[src/hdl/rrts_pkg.sv]
// ----------------------------------------------------------------------------
// rrts_pkg
// Types and constants shared by the round-robin task scheduler modules.
// ----------------------------------------------------------------------------
package rrts_pkg;

	localparam int NUM_TASKS = 32;
	localparam int TASK_W    = $clog2(NUM_TASKS);
	localparam int CNT_W     = $clog2(NUM_TASKS + 1);

	typedef enum logic [1:0] {
		CMD_ALLOC  = 2'd0,
		CMD_RUN    = 2'd1,
		CMD_SWITCH = 2'd2,
		CMD_SLEEP  = 2'd3
	} cmd_t;

	typedef enum logic [1:0] {
		ST_OK         = 2'd0,
		ST_FULL       = 2'd1,
		ST_NOT_ACTIVE = 2'd2,
		ST_ALREADY    = 2'd3
	} status_t;

	typedef enum logic [1:0] {
		SLOT_FREE   = 2'd0,
		SLOT_ALLOC  = 2'd1,
		SLOT_ACTIVE = 2'd2
	} slot_state_t;

	typedef enum logic [3:0] {
		S_IDLE,
		S_ALLOC,
		S_RUN,
		S_SWITCH,
		S_SLEEP_CHK,
		S_SLEEP_CUR,
		S_SLEEP_FIND,
		S_SLEEP_SHIFT,
		S_SLEEP_TAIL,
		S_JUMP,
		S_DONE
	} fsm_state_t;

	typedef struct packed {
		cmd_t        cmd;
		logic [4:0]  task_id;
	} req_t;

	typedef struct packed {
		logic [4:0]  result_task;
		logic        jump;
		status_t     status;
		logic [5:0]  run_count;
	} rsp_t;

	typedef struct packed {
		logic              en;
		logic [TASK_W-1:0] addr;
		slot_state_t       data;
	} slot_wr_t;

	typedef struct packed {
		logic              en;
		logic [TASK_W-1:0] addr;
		logic [TASK_W-1:0] data;
	} list_wr_t;

endpackage

[src/hdl/round_robin_task_scheduler_unit.sv]
// ----------------------------------------------------------------------------
// round_robin_task_scheduler_unit
// Task slot table and round-robin run list under a small command sequencer.
//
//   channel  direction  handshake              payload
//   req      in         req_valid / req_ready  req_t  (cmd, task_id)
//   rsp      out        rsp_valid / rsp_ready  rsp_t  (result_task, jump,
//                                                      status, run_count)
//
// One command is worked at a time; table reads are combinational.
// Alloc walks the slot table one slot per cycle.
// Sleep walks and compacts the run list one entry per cycle.
// Reset leaves slot 0 active and alone in the run list.
// The response register holds one result; a stalled rsp holds the next
// command in its final state until the register frees.
// ----------------------------------------------------------------------------
module round_robin_task_scheduler_unit (
	input  logic           clk,
	input  logic           arst_n,
	input  logic           req_valid,
	output logic           req_ready,
	input  rrts_pkg::req_t req,
	output logic           rsp_valid,
	input  logic           rsp_ready,
	output rrts_pkg::rsp_t rsp
);
	import rrts_pkg::*;

	fsm_state_t        state_q, state_d;
	logic [TASK_W-1:0] tid_q;
	logic [CNT_W-1:0]  idx_q;
	logic [CNT_W-1:0]  count_q;
	logic [TASK_W-1:0] pos_q;
	logic [TASK_W-1:0] res_q;
	logic              jmp_q;
	status_t           st_q;
	logic              cur_q;
	logic              rsp_valid_q;
	rsp_t              rsp_q;

	logic [TASK_W-1:0] slot_rd_addr;
	slot_state_t       slot_rd;
	slot_wr_t          slot_wr;
	logic [TASK_W-1:0] list_rd_addr;
	logic [TASK_W-1:0] list_rd;
	list_wr_t          list_wr;

	logic              slot_free;
	logic              slot_active;
	logic              alloc_last;
	logic              idx_in_list;
	logic              list_hit;
	logic              pos_in_list;
	logic              run_ok;
	logic [CNT_W-1:0]  pos_inc;
	logic              rsp_load;

	rrts_slot_table u_slot_table (
		.clk     (clk),
		.arst_n  (arst_n),
		.rd_addr (slot_rd_addr),
		.rd_data (slot_rd),
		.wr      (slot_wr)
	);

	rrts_run_list u_run_list (
		.clk     (clk),
		.arst_n  (arst_n),
		.rd_addr (list_rd_addr),
		.rd_data (list_rd),
		.wr      (list_wr)
	);

	assign slot_free   = (slot_rd == SLOT_FREE);
	assign slot_active = (slot_rd == SLOT_ACTIVE);
	assign alloc_last  = (idx_q[TASK_W-1:0] == TASK_W'(NUM_TASKS - 1));
	assign idx_in_list = (idx_q < count_q);
	assign list_hit    = (list_rd == tid_q);
	assign pos_in_list = ({1'b0, pos_q} < count_q);
	assign run_ok      = !slot_active && (count_q < CNT_W'(NUM_TASKS));
	assign pos_inc     = {1'b0, pos_q} + CNT_W'(1);
	assign rsp_load    = (state_q == S_DONE) && (!rsp_valid_q || rsp_ready);

	assign req_ready = (state_q == S_IDLE);
	assign rsp_valid = rsp_valid_q;
	assign rsp       = rsp_q;

	always_comb begin
		state_d = state_q;
		unique case (state_q)
			S_IDLE: begin
				if (req_valid) begin
					unique case (req.cmd)
						CMD_ALLOC:  state_d = S_ALLOC;
						CMD_RUN:    state_d = S_RUN;
						CMD_SWITCH: state_d = S_SWITCH;
						CMD_SLEEP:  state_d = S_SLEEP_CHK;
						default:    state_d = S_IDLE;
					endcase
				end
			end
			S_ALLOC: begin
				if (slot_free || alloc_last) begin
					state_d = S_DONE;
				end
			end
			S_RUN:       state_d = S_DONE;
			S_SWITCH:    state_d = (count_q > CNT_W'(1)) ? S_JUMP : S_DONE;
			S_SLEEP_CHK: state_d = slot_active ? S_SLEEP_CUR : S_DONE;
			S_SLEEP_CUR: state_d = S_SLEEP_FIND;
			S_SLEEP_FIND: begin
				if (!idx_in_list) begin
					state_d = S_SLEEP_TAIL;
				end else if (list_hit) begin
					state_d = S_SLEEP_SHIFT;
				end
			end
			S_SLEEP_SHIFT: begin
				if (!idx_in_list) begin
					state_d = S_SLEEP_TAIL;
				end
			end
			S_SLEEP_TAIL: begin
				state_d = (cur_q && (count_q != '0)) ? S_JUMP : S_DONE;
			end
			S_JUMP: state_d = S_DONE;
			S_DONE: begin
				if (rsp_load) begin
					state_d = S_IDLE;
				end
			end
			default: state_d = S_IDLE;
		endcase
	end

	always_comb begin
		slot_rd_addr = tid_q;
		slot_wr      = '{en: 1'b0, addr: tid_q, data: SLOT_ALLOC};
		list_rd_addr = pos_q;
		list_wr      = '{en: 1'b0, addr: idx_q[TASK_W-1:0], data: list_rd};
		unique case (state_q)
			S_ALLOC: begin
				slot_rd_addr = idx_q[TASK_W-1:0];
				slot_wr      = '{en: slot_free, addr: idx_q[TASK_W-1:0],
				                 data: SLOT_ALLOC};
			end
			S_RUN: begin
				slot_wr = '{en: run_ok, addr: tid_q, data: SLOT_ACTIVE};
				list_wr = '{en: run_ok, addr: count_q[TASK_W-1:0], data: tid_q};
			end
			S_SLEEP_CHK: begin
				slot_wr = '{en: slot_active, addr: tid_q, data: SLOT_ALLOC};
			end
			S_SLEEP_FIND: begin
				list_rd_addr = idx_q[TASK_W-1:0];
			end
			S_SLEEP_SHIFT: begin
				list_rd_addr = idx_q[TASK_W-1:0] + TASK_W'(1);
				list_wr      = '{en: idx_in_list, addr: idx_q[TASK_W-1:0],
				                 data: list_rd};
			end
			default: begin
			end
		endcase
	end

	always_ff @(posedge clk or negedge arst_n) begin
		if (!arst_n) begin
			state_q     <= S_IDLE;
			count_q     <= CNT_W'(1);
			pos_q       <= '0;
			rsp_valid_q <= 1'b0;
		end else begin
			state_q <= state_d;
			if (rsp_load) begin
				rsp_valid_q <= 1'b1;
			end else if (rsp_ready) begin
				rsp_valid_q <= 1'b0;
			end
			unique case (state_q)
				S_RUN: begin
					if (run_ok) begin
						count_q <= count_q + CNT_W'(1);
					end
				end
				S_SWITCH: begin
					if (count_q > CNT_W'(1)) begin
						pos_q <= (pos_inc >= count_q) ? '0 : pos_inc[TASK_W-1:0];
					end
				end
				S_SLEEP_FIND: begin
					if (idx_in_list && list_hit) begin
						count_q <= count_q - CNT_W'(1);
						if (idx_q < {1'b0, pos_q}) begin
							pos_q <= pos_q - TASK_W'(1);
						end
					end
				end
				S_SLEEP_TAIL: begin
					if (cur_q && !pos_in_list) begin
						pos_q <= '0;
					end
				end
				default: begin
				end
			endcase
		end
	end

	always_ff @(posedge clk) begin
		unique case (state_q)
			S_IDLE: begin
				if (req_valid) begin
					tid_q <= req.task_id;
					idx_q <= '0;
					res_q <= '0;
					jmp_q <= 1'b0;
					st_q  <= ST_OK;
					cur_q <= 1'b0;
				end
			end
			S_ALLOC: begin
				if (slot_free) begin
					res_q <= idx_q[TASK_W-1:0];
				end else if (alloc_last) begin
					st_q <= ST_FULL;
				end else begin
					idx_q <= idx_q + CNT_W'(1);
				end
			end
			S_RUN: begin
				if (slot_active) begin
					st_q <= ST_ALREADY;
				end
			end
			S_SLEEP_CHK: begin
				if (!slot_active) begin
					st_q <= ST_NOT_ACTIVE;
				end
			end
			S_SLEEP_CUR: begin
				cur_q <= pos_in_list && list_hit;
			end
			S_SLEEP_FIND: begin
				if (idx_in_list && !list_hit) begin
					idx_q <= idx_q + CNT_W'(1);
				end
			end
			S_SLEEP_SHIFT: begin
				if (idx_in_list) begin
					idx_q <= idx_q + CNT_W'(1);
				end
			end
			S_JUMP: begin
				res_q <= list_rd;
				jmp_q <= 1'b1;
			end
			S_DONE: begin
				if (rsp_load) begin
					rsp_q <= '{result_task: res_q, jump: jmp_q, status: st_q,
					           run_count: count_q};
				end
			end
			default: begin
			end
		endcase
	end

endmodule

[src/hdl/rrts_slot_table.sv]
// ----------------------------------------------------------------------------
// rrts_slot_table
// Per-slot state store: one read address, one write port, slot 0 active
// after reset.
// ----------------------------------------------------------------------------
module rrts_slot_table (
	input  logic                             clk,
	input  logic                             arst_n,
	input  logic [rrts_pkg::TASK_W-1:0]      rd_addr,
	output rrts_pkg::slot_state_t            rd_data,
	input  rrts_pkg::slot_wr_t               wr
);
	import rrts_pkg::*;

	slot_state_t slot_q [NUM_TASKS];

	always_ff @(posedge clk or negedge arst_n) begin
		if (!arst_n) begin
			for (int i = 0; i < NUM_TASKS; i++) begin
				slot_q[i] <= (i == 0) ? SLOT_ACTIVE : SLOT_FREE;
			end
		end else if (wr.en) begin
			slot_q[wr.addr] <= wr.data;
		end
	end

	assign rd_data = slot_q[rd_addr];

endmodule

[src/hdl/rrts_run_list.sv]
// ----------------------------------------------------------------------------
// rrts_run_list
// Ordered list of active tasks: one read address, one write port.
// ----------------------------------------------------------------------------
module rrts_run_list (
	input  logic                             clk,
	input  logic                             arst_n,
	input  logic [rrts_pkg::TASK_W-1:0]      rd_addr,
	output logic [rrts_pkg::TASK_W-1:0]      rd_data,
	input  rrts_pkg::list_wr_t               wr
);
	import rrts_pkg::*;

	logic [TASK_W-1:0] list_q [NUM_TASKS];

	always_ff @(posedge clk or negedge arst_n) begin
		if (!arst_n) begin
			for (int i = 0; i < NUM_TASKS; i++) begin
				list_q[i] <= '0;
			end
		end else if (wr.en) begin
			list_q[wr.addr] <= wr.data;
		end
	end

	assign rd_data = list_q[rd_addr];

endmodule
[config.mk]
export PLATFORM = sky130hd
export DESIGN_NAME = round_robin_task_scheduler_unit
export DESIGN_NICKNAME = d
export VERILOG_FILES = /design/src/hdl/rrts_pkg.sv /design/src/hdl/round_robin_task_scheduler_unit.sv /design/src/hdl/rrts_slot_table.sv /design/src/hdl/rrts_run_list.sv
export SDC_FILE = /design/constraint.sdc
export NUM_CORES = 1
export LEC_CHECK = 0
export ABC_AREA = 1
export BUFFER_PORTS_ARGS = -buffer_cell sky130_fd_sc_hd__buf_2
export CAP_MARGIN = 20
export CORE_MARGIN = 2
export CORE_UTILIZATION = 57
export DETAILED_ROUTE_END_ITERATION = 6
export PLACE_DENSITY_LB_ADDON = 0.25
export SYNTH_ARGS = -nofsm -noshare
export SYNTH_HDL_FRONTEND = slang
export SYNTH_SLANG_ARGS = --single-unit
[constraint.sdc]
create_clock -name clk -period 2.7 [get_ports clk]
set_clock_uncertainty 0.2 [all_clocks]
set_input_delay 0 -clock clk [delete_from_list [all_inputs] [get_ports clk]]
set_output_delay 0 -clock clk [all_outputs]
set_load 0.02 [all_outputs]
# Word-level counts from Yosys, hierarchy flattened
# Index checks and enable logic that the tools add are counted.
# word_totals
regBits,274
in_bits,11
output_inout_bits,16
wordCells,228
# classes
n_addsub,6
n_lt_le_gt_ge,12
n_eq_ne,34
mux,56
bitwise,4
reduce_logical,38
# ops
op,count
$bwmux W160,1
$bwmux W64,1
$mux W5,11
$mux W6,7
$pmux W4 S10,1
$ne A2 B2 Y1 const B,17
$pmux W5 S3,2
$mux W4,7
$bmux W5 S5,1
$demux W5 S5,1
$ge A6 B6 Y1 const B,4
$not A5 Y6,4
$pmux W6 S4,1
$pmux W8 S3,1
$pmux W11 S2,1
$mux W2,10
$eq A4 B3 Y1 const B,4
$pmux W4 S4,1
$add A6 B1 Y6 const B,2
$eq A4 B4 Y1 const B,3
$lt A6 B1 Y1 const B,2
$pmux W6 S2,1
$reduce_and A6 Y1,2
$bmux W2 S5,1
other kinds (35),64

# Longest topological paths before layout
# Gate-level depths: netlist of the first run.
# logic_depth
word_depth,16
mapped_depth,23
depth_no_buf,21

# Modules after synthesis
# Synthesis of the first run repeated with hierarchy kept, for this count alone.
# hier_totals
cells_unflattened,1858
area_unflattened_um2,14530.2
# by_module_without_submodules
module,instances,cells_each,area_per_inst_um2,seq_area_each_um2
rrts_run_list,1,936,7472.2,4003.8
round_robin_task_scheduler_unit,1,510,3842.4,1422.6
rrts_slot_table,1,412,3215.6,1602.8

# Worst setup path before layout of the first run
# OpenSTA, ideal clock, no wires.
# synth_path
path_kind,register to register
startpoint,register count_q[2]
endpoint,register pos_q[0]
setup_time_ps,118
arrival_time_ps,2658
required_time_ps,2382
path_slack_ps,-277
path_stages_with_launch,13
path_buffers,1
period_less_slack_ps,2977
path_cell_list,dfrtp_1 clkbuf_1 inv_1 ha_1 a21oi_1 o21bai_1 a21oi_1 nor2_1 nand2_1 a2111oi_0 nand2_1 nand2_1 nand2_1
# synth_via
elab_chain_cells,5
elab_cells_between_ends,14
classes_between,order compare (4); eq/ne (3); mux (3); reduce/logical (4)
# synth_lines
item,line_no,text
start: declaration,round_robin_task_scheduler_unit.sv:32,logic [CNT_W-1:0] count_q;
start signal: assignment,round_robin_task_scheduler_unit.sv:183,count_q <= count_q + CNT_W'(1);
start signal: assignment,round_robin_task_scheduler_unit.sv:193,count_q <= count_q - CNT_W'(1);
$lt A5 B6 Y1,round_robin_task_scheduler_unit.sv:79,"assign pos_in_list = ({1'b0, pos_q} < count_q);"
$logic_not A1 Y1,round_robin_task_scheduler_unit.sv:200,if (cur_q && !pos_in_list) begin
$logic_and A1 B1 Y1,round_robin_task_scheduler_unit.sv:200,
$ne A2 B2 Y1 (no source line),-,
$reduce_and A5 Y1 (no source line),-,
end signal: assignment,round_robin_task_scheduler_unit.sv:188,pos_q <= (pos_inc >= count_q) ? '0 : pos_inc[TASK_W-1:0];
end signal: assignment,round_robin_task_scheduler_unit.sv:195,pos_q <= pos_q - TASK_W'(1);
end: declaration,round_robin_task_scheduler_unit.sv:33,logic [TASK_W-1:0] pos_q;
# Several ways; a longest one is shown, not always the timed one. The select of a mux whose other input is x is not followed.
# A chain may end at the register's enable or synchronous reset.

# Worst setup path in the final report of the first run
# layout_path
startpoint,register state_q[0]
endpoint,register u_run_list.list_q[98] (netlist name)
# layout_via
elab_chain_cells,10
elab_cells_between_ends,25
classes_between,order compare (2); eq/ne (5); mux (12); bitwise (3); reduce/logical (3)
# layout_lines
item,line_no,text
start: declaration,round_robin_task_scheduler_unit.sv:29,"fsm_state_t state_q, state_d;"
start signal: assignment,round_robin_task_scheduler_unit.sv:174,state_q <= state_d;
$eq A4 B1 Y1,round_robin_task_scheduler_unit.sv:141,unique case (state_q)
$mux W5,round_robin_task_scheduler_unit.sv:141,
$not A5 Y6 (not written as such),rrts_slot_table.sv:27,assign rd_data = slot_q[rd_addr];
$bmux W2 S5,rrts_slot_table.sv:27,
$mux W2 (not written as such) (2 in series),rrts_slot_table.sv:27,
$eq A2 B2 Y1,round_robin_task_scheduler_unit.sv:75,assign slot_active = (slot_rd == SLOT_ACTIVE);
$logic_not A1 Y1,-,
$logic_and A1 B1 Y1,round_robin_task_scheduler_unit.sv:80,assign run_ok = !slot_active && (count_q < CNT_W'(NUM_TASKS));
$pmux W11 S2 *,round_robin_task_scheduler_unit.sv:141,
end signal: indexed assignment,rrts_run_list.sv:22,list_q[wr.addr] <= wr.data;
end: declaration,rrts_run_list.sv:14,logic [TASK_W-1:0] list_q [NUM_TASKS];
# Every way passes the cells marked *; elsewhere a longest branch is shown, timed or not. The select of a mux whose other input is x is not followed.

==> results by group, run 1 <==
Synthesis
  – Synth unique cells: 46
  – Asr flop ratio synth: 87.6%
  – #FFs+latches synth: 274
  – Mapped Cells: approximately 1800
  – Post-synthesis sequential area ratio: around half
  – Synthesized cell area: 0.0146 sq mm
  – Post-synth EDFFs: 34
  – Syn nets: about 1900
  – Top_reg_cell synth: dfrtp_1
  – Syn avg cell area: 8.04 sq um
  – Ys Warns: 0

Layout
  – Area delta synth->final: 26.8%
  – Layout Cells excl Fill: 2358
  – Area of the multi-input gates: about 0.0073 sq mm
  – Nets: 2048
  – Commonest non-fill, non-tap cells in the layout: nand2_1, dfrtp_1, o21ai_1
  – Layout cells sized above 1: 22.6%
  – Register Area: 0.00703 sq mm
  – Antenna cells: 0
  – Filler Cell Count: 1861
  – Most common cell after layout, fill and taps aside: nand2_1
  – Util after Layout: between 70 and 80%

Timing
  – Worst hold slack: approximately 20 ps
  – Final worst-path cycle share: 117%
  – Final Hold Fails: 0
  – Worst-margin pin slew: 689 ps
  – Max-slew headroom at the worst pin: between 50% and 60%
  – Slew Viols, Final: 0
  – Count of final setup violators: 255
  – RSZ-0062 raised after global routing: true
  – Fmax: 318 MHz
  – Worst setup margin: -449 ps
  – Period minus WS final: 3150 ps

Floorplan
  – Core area: 0.0252 sq mm
  – Starting Density: between 50% and 60%
  – Cell row count: 58
  – Die Wd: 164 um
  – Io pins: 27
  – Die area: 0.0269 sq mm
  – Die Y: 164 um

Placement
  – GP Congestion: 0.938
  – Dpl hpwl: 28.8 mm
  – Placed cell count: 2268
  – Worst Setup Slack post-DPL: -510 ps
  – Number of port buffers: 26

Worst setup path
  – Slowest stage delay, CP: 410 ps
  – Setup CP Type: flop to flop
  – Crit end category: flop
  – Critical Path Start Type: flop
  – Cell chain of the critical path: inv_2, nor2_4, nand2_8, a21oi_4, buf_12, buf_12, o21ai_1, o21bai_1, nand3_1, nand3_1, nand3_1, nand2_2, nand2_4, nand3_4, nand2_8, clkbuf_16, nand2_4, nand2_1, o21ai_1
  – Worst path required time: 2930 ps
  – WP data arrival: 3380 ps
  – Crit path max fanout: 10
  – Critical path's slowest cell: dfrtp_1
  – Most used cell, CP: nand3_1

Drt
  – Post-DRT Antenna Nets: 0
  – Via count: 13900
  – First DRT Iteration DRCs: 1841
  – DR pass1 iterations: 7
  – WL/cell: 18.4 um
  – Via-to-Cell Ratio: 5.89
  – # DRC: 0
  – WL final: 43.3 mm

Global routing
  – Tot GR Track Use: between 30% and 40%
  – Vias in the first global route: 13300
  – Largest net degree at the start of global routing: 90
  – Global-route wire length before repair: between 60 and 70 mm
  – Initial antenna violation count: 0
  – GRT overflow: 0

Clocking
  – Clk sink count: between 200 and 300
  – Root Driver: clkbuf_16
  – Clock Pin Slew Worst Setup and Hold Paths: 60 ps
  – Clk_lat worst skew: 560 ps
  – CTS Buffer Depth: 3
  – CTS tree: built
  – H-tree depth: 1
  – TritonCTS Buffers: 29

Power and ir drop
  – Total power: around 25 mW
  – Peak VDD IR: 0.000925 V
  – Pwr per Cell Area: 1370 mW/mm^2
  – Leak: between 8 and 9 nW

Min path
  – Hold Path Class: input pin to flop

Status
  – Failing checks: negative setup slack
  – Outcome: finished, violations left

Flow run
  – Max cap viols: 0
[power by group]
group	leakage [nW]	internal [mW]	switching (mW)
clock	0.535	2.70	1.67
combinational	4.71	5.44	8.79
sequential	3.58	5.86	0.961
total	8.83	14.0	11.4
[synth_stat cells (24+ instances only)]
library cell	count	area (sq um)
nand3_1	219	1100
nor2_1	124	465
nand4_1	33	206
inv_1	79	297
nand2_1	530	1990
ha_1	31	388
nand2_2	38	238
buf_2	24	120
clkbuf_1	37	139
dfrtp_1	238	5960
o21ai_1	178	891
o21ai_0	103	515
nand2_4	32	360
edfxtp_1	34	1020
[stage by stage]
stage,TNS (ps),cell area (sq um)
global route,-141270,18500
finish,-96100,18500
detailed placement,-103350,16600
CTS,-74930,18300
floorplan,-16780,14700
global placement,-84400,16600
[cells by family (layout without fill, tap and decap cells)]
logic type,Yosys count,after routing,share of synthesized area [%]
AND/OR/NAND/NOR,994,995,30.8
AO/OA/AOI/OAI,335,335,12.2
flip-flops,274,274,48.1
buffers and inverters,167,378,5.26
adder cells (fa/ha/maj),31,31,2.66
XOR/XNOR,15,15,0.900
[metal layers]
layer	track usage, %	wire length (um)	vias up
met3	5.58	3760	130
li1	-	-	6472
met1	44.8	18200	6628
met2	51.4	19900	656
met4	11.1	1430	0
met5	0	0	-
[registers in the layout, indices dropped and copies added (netlist names)]
signal               cells
u_run_list.list_q      160
u_slot_table.slot_q     64
rsp                     14
count_q                  6
idx_q                    6
pos_q                    5
res_q                    5
tid_q                    5
state_q                  4
st_q                     2
cur_q                    1
jmp_q                    1
rsp_valid                1
[layout make-up]
type	count	area share, %
multi-input combinational	1376	39.4
sequential	274	38.0
timing repair buffer	238	12.7
clock buffer	46	5.33
tap	330	2.23
inverter	87	1.88
clock inverter	7	0.486
[final timing paths]
path | slack [ps] | endpoint | depth (start not counted) | startpoint
worst min register to register | 210 | rsp[6] | 0 | st_q[0]
worst max-delay path | -450 | u_run_list.list_q[98] | 19 | state_q[0]
min in group asynchronous | 440 | u_run_list.list_q[114] | 3 | arst_n
max in group asynchronous | 970 | u_slot_table.slot_q[63] | 4 | arst_n
worst min-delay path | 20 | tid_q[0] | 2 | req[0]
worst max register to register | -450 | u_run_list.list_q[98] | 19 | state_q[0]
[worst max-delay path: cells and delay by family (launching register included)]
| family | cells | cell delay (ps) |
|---|---|---|
| flops | 1 | 410 |
| compound gates | 4 | 440 |
| buf+inv | 4 | 570 |
| simple gates | 11 | 1370 |
[repair_timing]
action / CTS / global route
buffers inserted: 11 / 2
hold buffers: 17 / 0
gates resized for setup: 68 / 39
hold endpoints to repair: 275 / 0
gates cloned: 3 / 4
endpoints found under the setup margin: 256 / 258
pin swaps: 28 / 14
No activity file was read; power rests on OpenSTA's default activity.
==> run 2, diff against run 1 <==
--- a/config.mk
+++ b/config.mk
@@ -9,7 +9,7 @@
 export BUFFER_PORTS_ARGS = -buffer_cell sky130_fd_sc_hd__buf_2
 export CAP_MARGIN = 20
 export CORE_MARGIN = 2
-export CORE_UTILIZATION = 57
+export CORE_UTILIZATION = 60
 export DETAILED_ROUTE_END_ITERATION = 6
 export PLACE_DENSITY_LB_ADDON = 0.25
 export SYNTH_ARGS = -nofsm -noshare
==> constraint.sdc (replaced) <==
create_clock -name clk -period 2.9 [get_ports clk]
set_clock_uncertainty 0.2 [all_clocks]
set_input_delay 0 -clock clk [delete_from_list [all_inputs] [get_ports clk]]
set_output_delay 0 -clock clk [all_outputs]
set_load 0.02 [all_outputs]
==> run 2 against run 1 <==
Against the previous run:
- the flow still finishes with violations (negative setup slack)
- maximum frequency fell by 8.4%
- wire length rose by 22%
- clock-buffer cell count fell by 6
- design area rose by 6.2%
- sequential cell count did not move
- combinational power rose by 21%
- non-clock buffer count rose by 6
- power rose by 8.8%
- worst hold slack got worse by 11 ps
- highest routed layer unchanged
- critical endpoint is now u_slot_table.slot_q[20]
- sequential power fell by 5.6%
- final cell count rose by 0.21%
==> results by group, run 2 (synthesis gave the netlist of run 1 again) <==
Timing
  – Final worst-path cycle share: 119%
  – Setup TNS: -95940 ps
  – Final Hold Fails: 0
  – Slew Viols, Final: 0
  – Count of final setup violators: 255
  – Max-slew headroom at the worst pin: ~52%
  – RSZ-0062 raised after global routing: true
  – Worst hold slack: approximately 9.2 ps
  – Period minus WS final: 3440 ps
  – Worst setup margin: -537 ps
  – Fmax: 291 MHz
  – Worst-margin pin slew: 724 ps

Global routing
  – Largest net degree at the start of global routing: approximately 90
  – Initial antenna violation count: 1
  – Global-route wire length before repair: 74.2 mm
  – GRT overflow: 0
  – Tot GR Track Use: 36.3%
  – Vias in the first global route: 14000

Floorplan
  – Starting Density: 60.6%
  – Die area: approximately 0.026 sq mm
  – Cell row count: 57
  – Core area: between 0.02 and 0.025 sq mm
  – Die Wd: 160 um
  – Die Y: 160 um
  – Io pins: 27

Layout
  – Commonest non-fill, non-tap cells in the layout: nand2_1, dfrtp_1, o21ai_1
  – Most common cell after layout, fill and taps aside: nand2_1
  – Util after Layout: 81.6%
  – Antenna cells: 0
  – Most flops, register: u_run_list.list_q
  – Layout cells sized above 1: 28.0%
  – Max reg flops: 160
  – Layout Cells excl Fill: 2363
  – Area delta synth->final: 34.6%
  – Nets: 2058

Drt
  – Via-to-Cell Ratio: ~6.5
  – WL/cell: 22.4 um
  – Via count: 15400
  – DR pass1 iterations: 7
  – First DRT Iteration DRCs: 2358
  – # DRC: 0
  – WL final: 52.8 mm
  – Post-DRT Antenna Nets: 0

Status
  – Outcome: finished, violations left
  – Failing checks: negative setup slack

Worst setup path
  – Reg2reg end: u_slot_table.slot_q[20]
  – R2r startpoint: state_q[0]
  – Crit end category: flop
  – R2R cell count: 19
  – Critical Path Start Type: flop
  – Worst path required time: 3100 ps
  – WP data arrival: 3640 ps
  – Crit path max fanout: 9
  – Flop2flop setup slack: -540 ps
  – Setup CP Type: flop to flop

Power and ir drop
  – Pwr per Cell Area: 1410 mW/mm^2
  – Peak VDD IR: 0.00131 V
  – Leak: 9.26 nW

Min path
  – Hold Path Class: input pin to flop
  – Hold path start: rsp_ready
  – Hold Path Sink: rsp_valid
  – Hold Path Depth: 3

Flow run
  – Max cap viols: 0

Placement
  – Number of port buffers: 26
  – GP Congestion: 0.929
  – Worst Setup Slack post-DPL: -386 ps
  – Placed cell count: around 2200
  – Dpl hpwl: between 20 and 30 mm

Clocking
  – CTS tree: built
  – TritonCTS Buffers: 29
  – H-tree depth: 1
  – Clk sink count: 274
  – Clock Pin Slew Worst Setup and Hold Paths: about 60 ps
  – CTS Buffer Depth: 3
  – Root Driver: clkbuf_16
  – Clk_lat worst skew: just under 600 ps
-- run 2: cell types whose count changed in the layout (fill, tap and decap cells not counted), sizes merged --
cell | before | now
buf | 218 | 215
bufinv | 2 | 4
clkinv | 6 | 9
nand3 | 224 | 225
clkbuf | 49 | 51
clkinvlp | 0 | 2
nand2 | 601 | 604
bufbuf | 0 | 1
-- run 2: power breakdown --
group / internal, mW / total (mW) / leakage [nW] / switching, mW
clock network: 2.39 / 4.01 / 0.511 / 1.62
registers: 5.43 / 6.44 / 3.58 / 1.01
logic: 6.90 / 17.2 / 5.17 / 10.3
-- run 2: through the flow --
| step | instance area (sq um) | power [mW] |
|---|---|---|
| 2_1_floorplan | 14600 | 12.9 |
| 4_1_cts | 18500 | 24.5 |
| 3_5_place_dp | 16100 | 17.8 |
| 3_3_place_gp | 16100 | 17.6 |
| 5_1_grt | 19700 | 28.6 |
| 6_report | 19700 | 27.7 |
-- run 2: cell type report --
class                      count  area [sq um]
clock buffer                  40           847
clock inverter                14           178
fill                        1386          4440
inverter                      87           350
multi-input combinational   1380          8050
sequential                   274          7030
tap                          324           405
timing repair buffer         244          2800
-- run 2: metal layers --
metal  share of wire (%)  track usage [%]  wire (um)  up-vias
met3                  12             6.65       6370      398
met5                   0                0          0        -
met4                 7.0             15.8       3690        0
met1                  36             50.1      18900     7163
li1                    -                -          -     6514
met2                  45             56.9      23800     1309
-- run 2: critical path, cell delays in order (launching register included) --
cell	delay, ps
dfrtp_1	410
inv_2	90
nor2_4	120
nand2_4	100
buf_6	140
o21ai_4	160
buf_12	160
clkbuf_16	160
nor2_1	60
o211ai_1	270
nand3_1	170
nand3_1	120
nand2_2	110
nand2_2	110
nand3_4	120
nand3_4	230
buf_12	170
nand2_2	90
nand2_1	110
o21ai_0	140
-- run 2: repair_timing --
action / in CTS / in global routing
endpoints found under the hold margin: 274 / 1
pin swaps: 45 / 39
hold buffers: 16 / 1
gates resized for setup: 142 / 199
cloned: 15 / 17
setup endpoints to repair: 253 / 257
setup buffers: 18 / 15
-- run 2: how the worst max path moves through the flow --
stage                from                 endpoint  depth (start not counted)  slack [ps]
6_report       state_q[0]  u_slot_table.slot_q[20]                         19        -540
5_1_grt        state_q[0]  u_slot_table.slot_q[10]                         20        -660
4_1_cts          idx_q[1]                 idx_q[1]                         21        -200
3_5_place_dp   state_q[3]                 idx_q[1]                         18        -390
3_3_place_gp     idx_q[0]                 idx_q[0]                         20        -280
2_1_floorplan    idx_q[1]                 idx_q[0]                         18           3
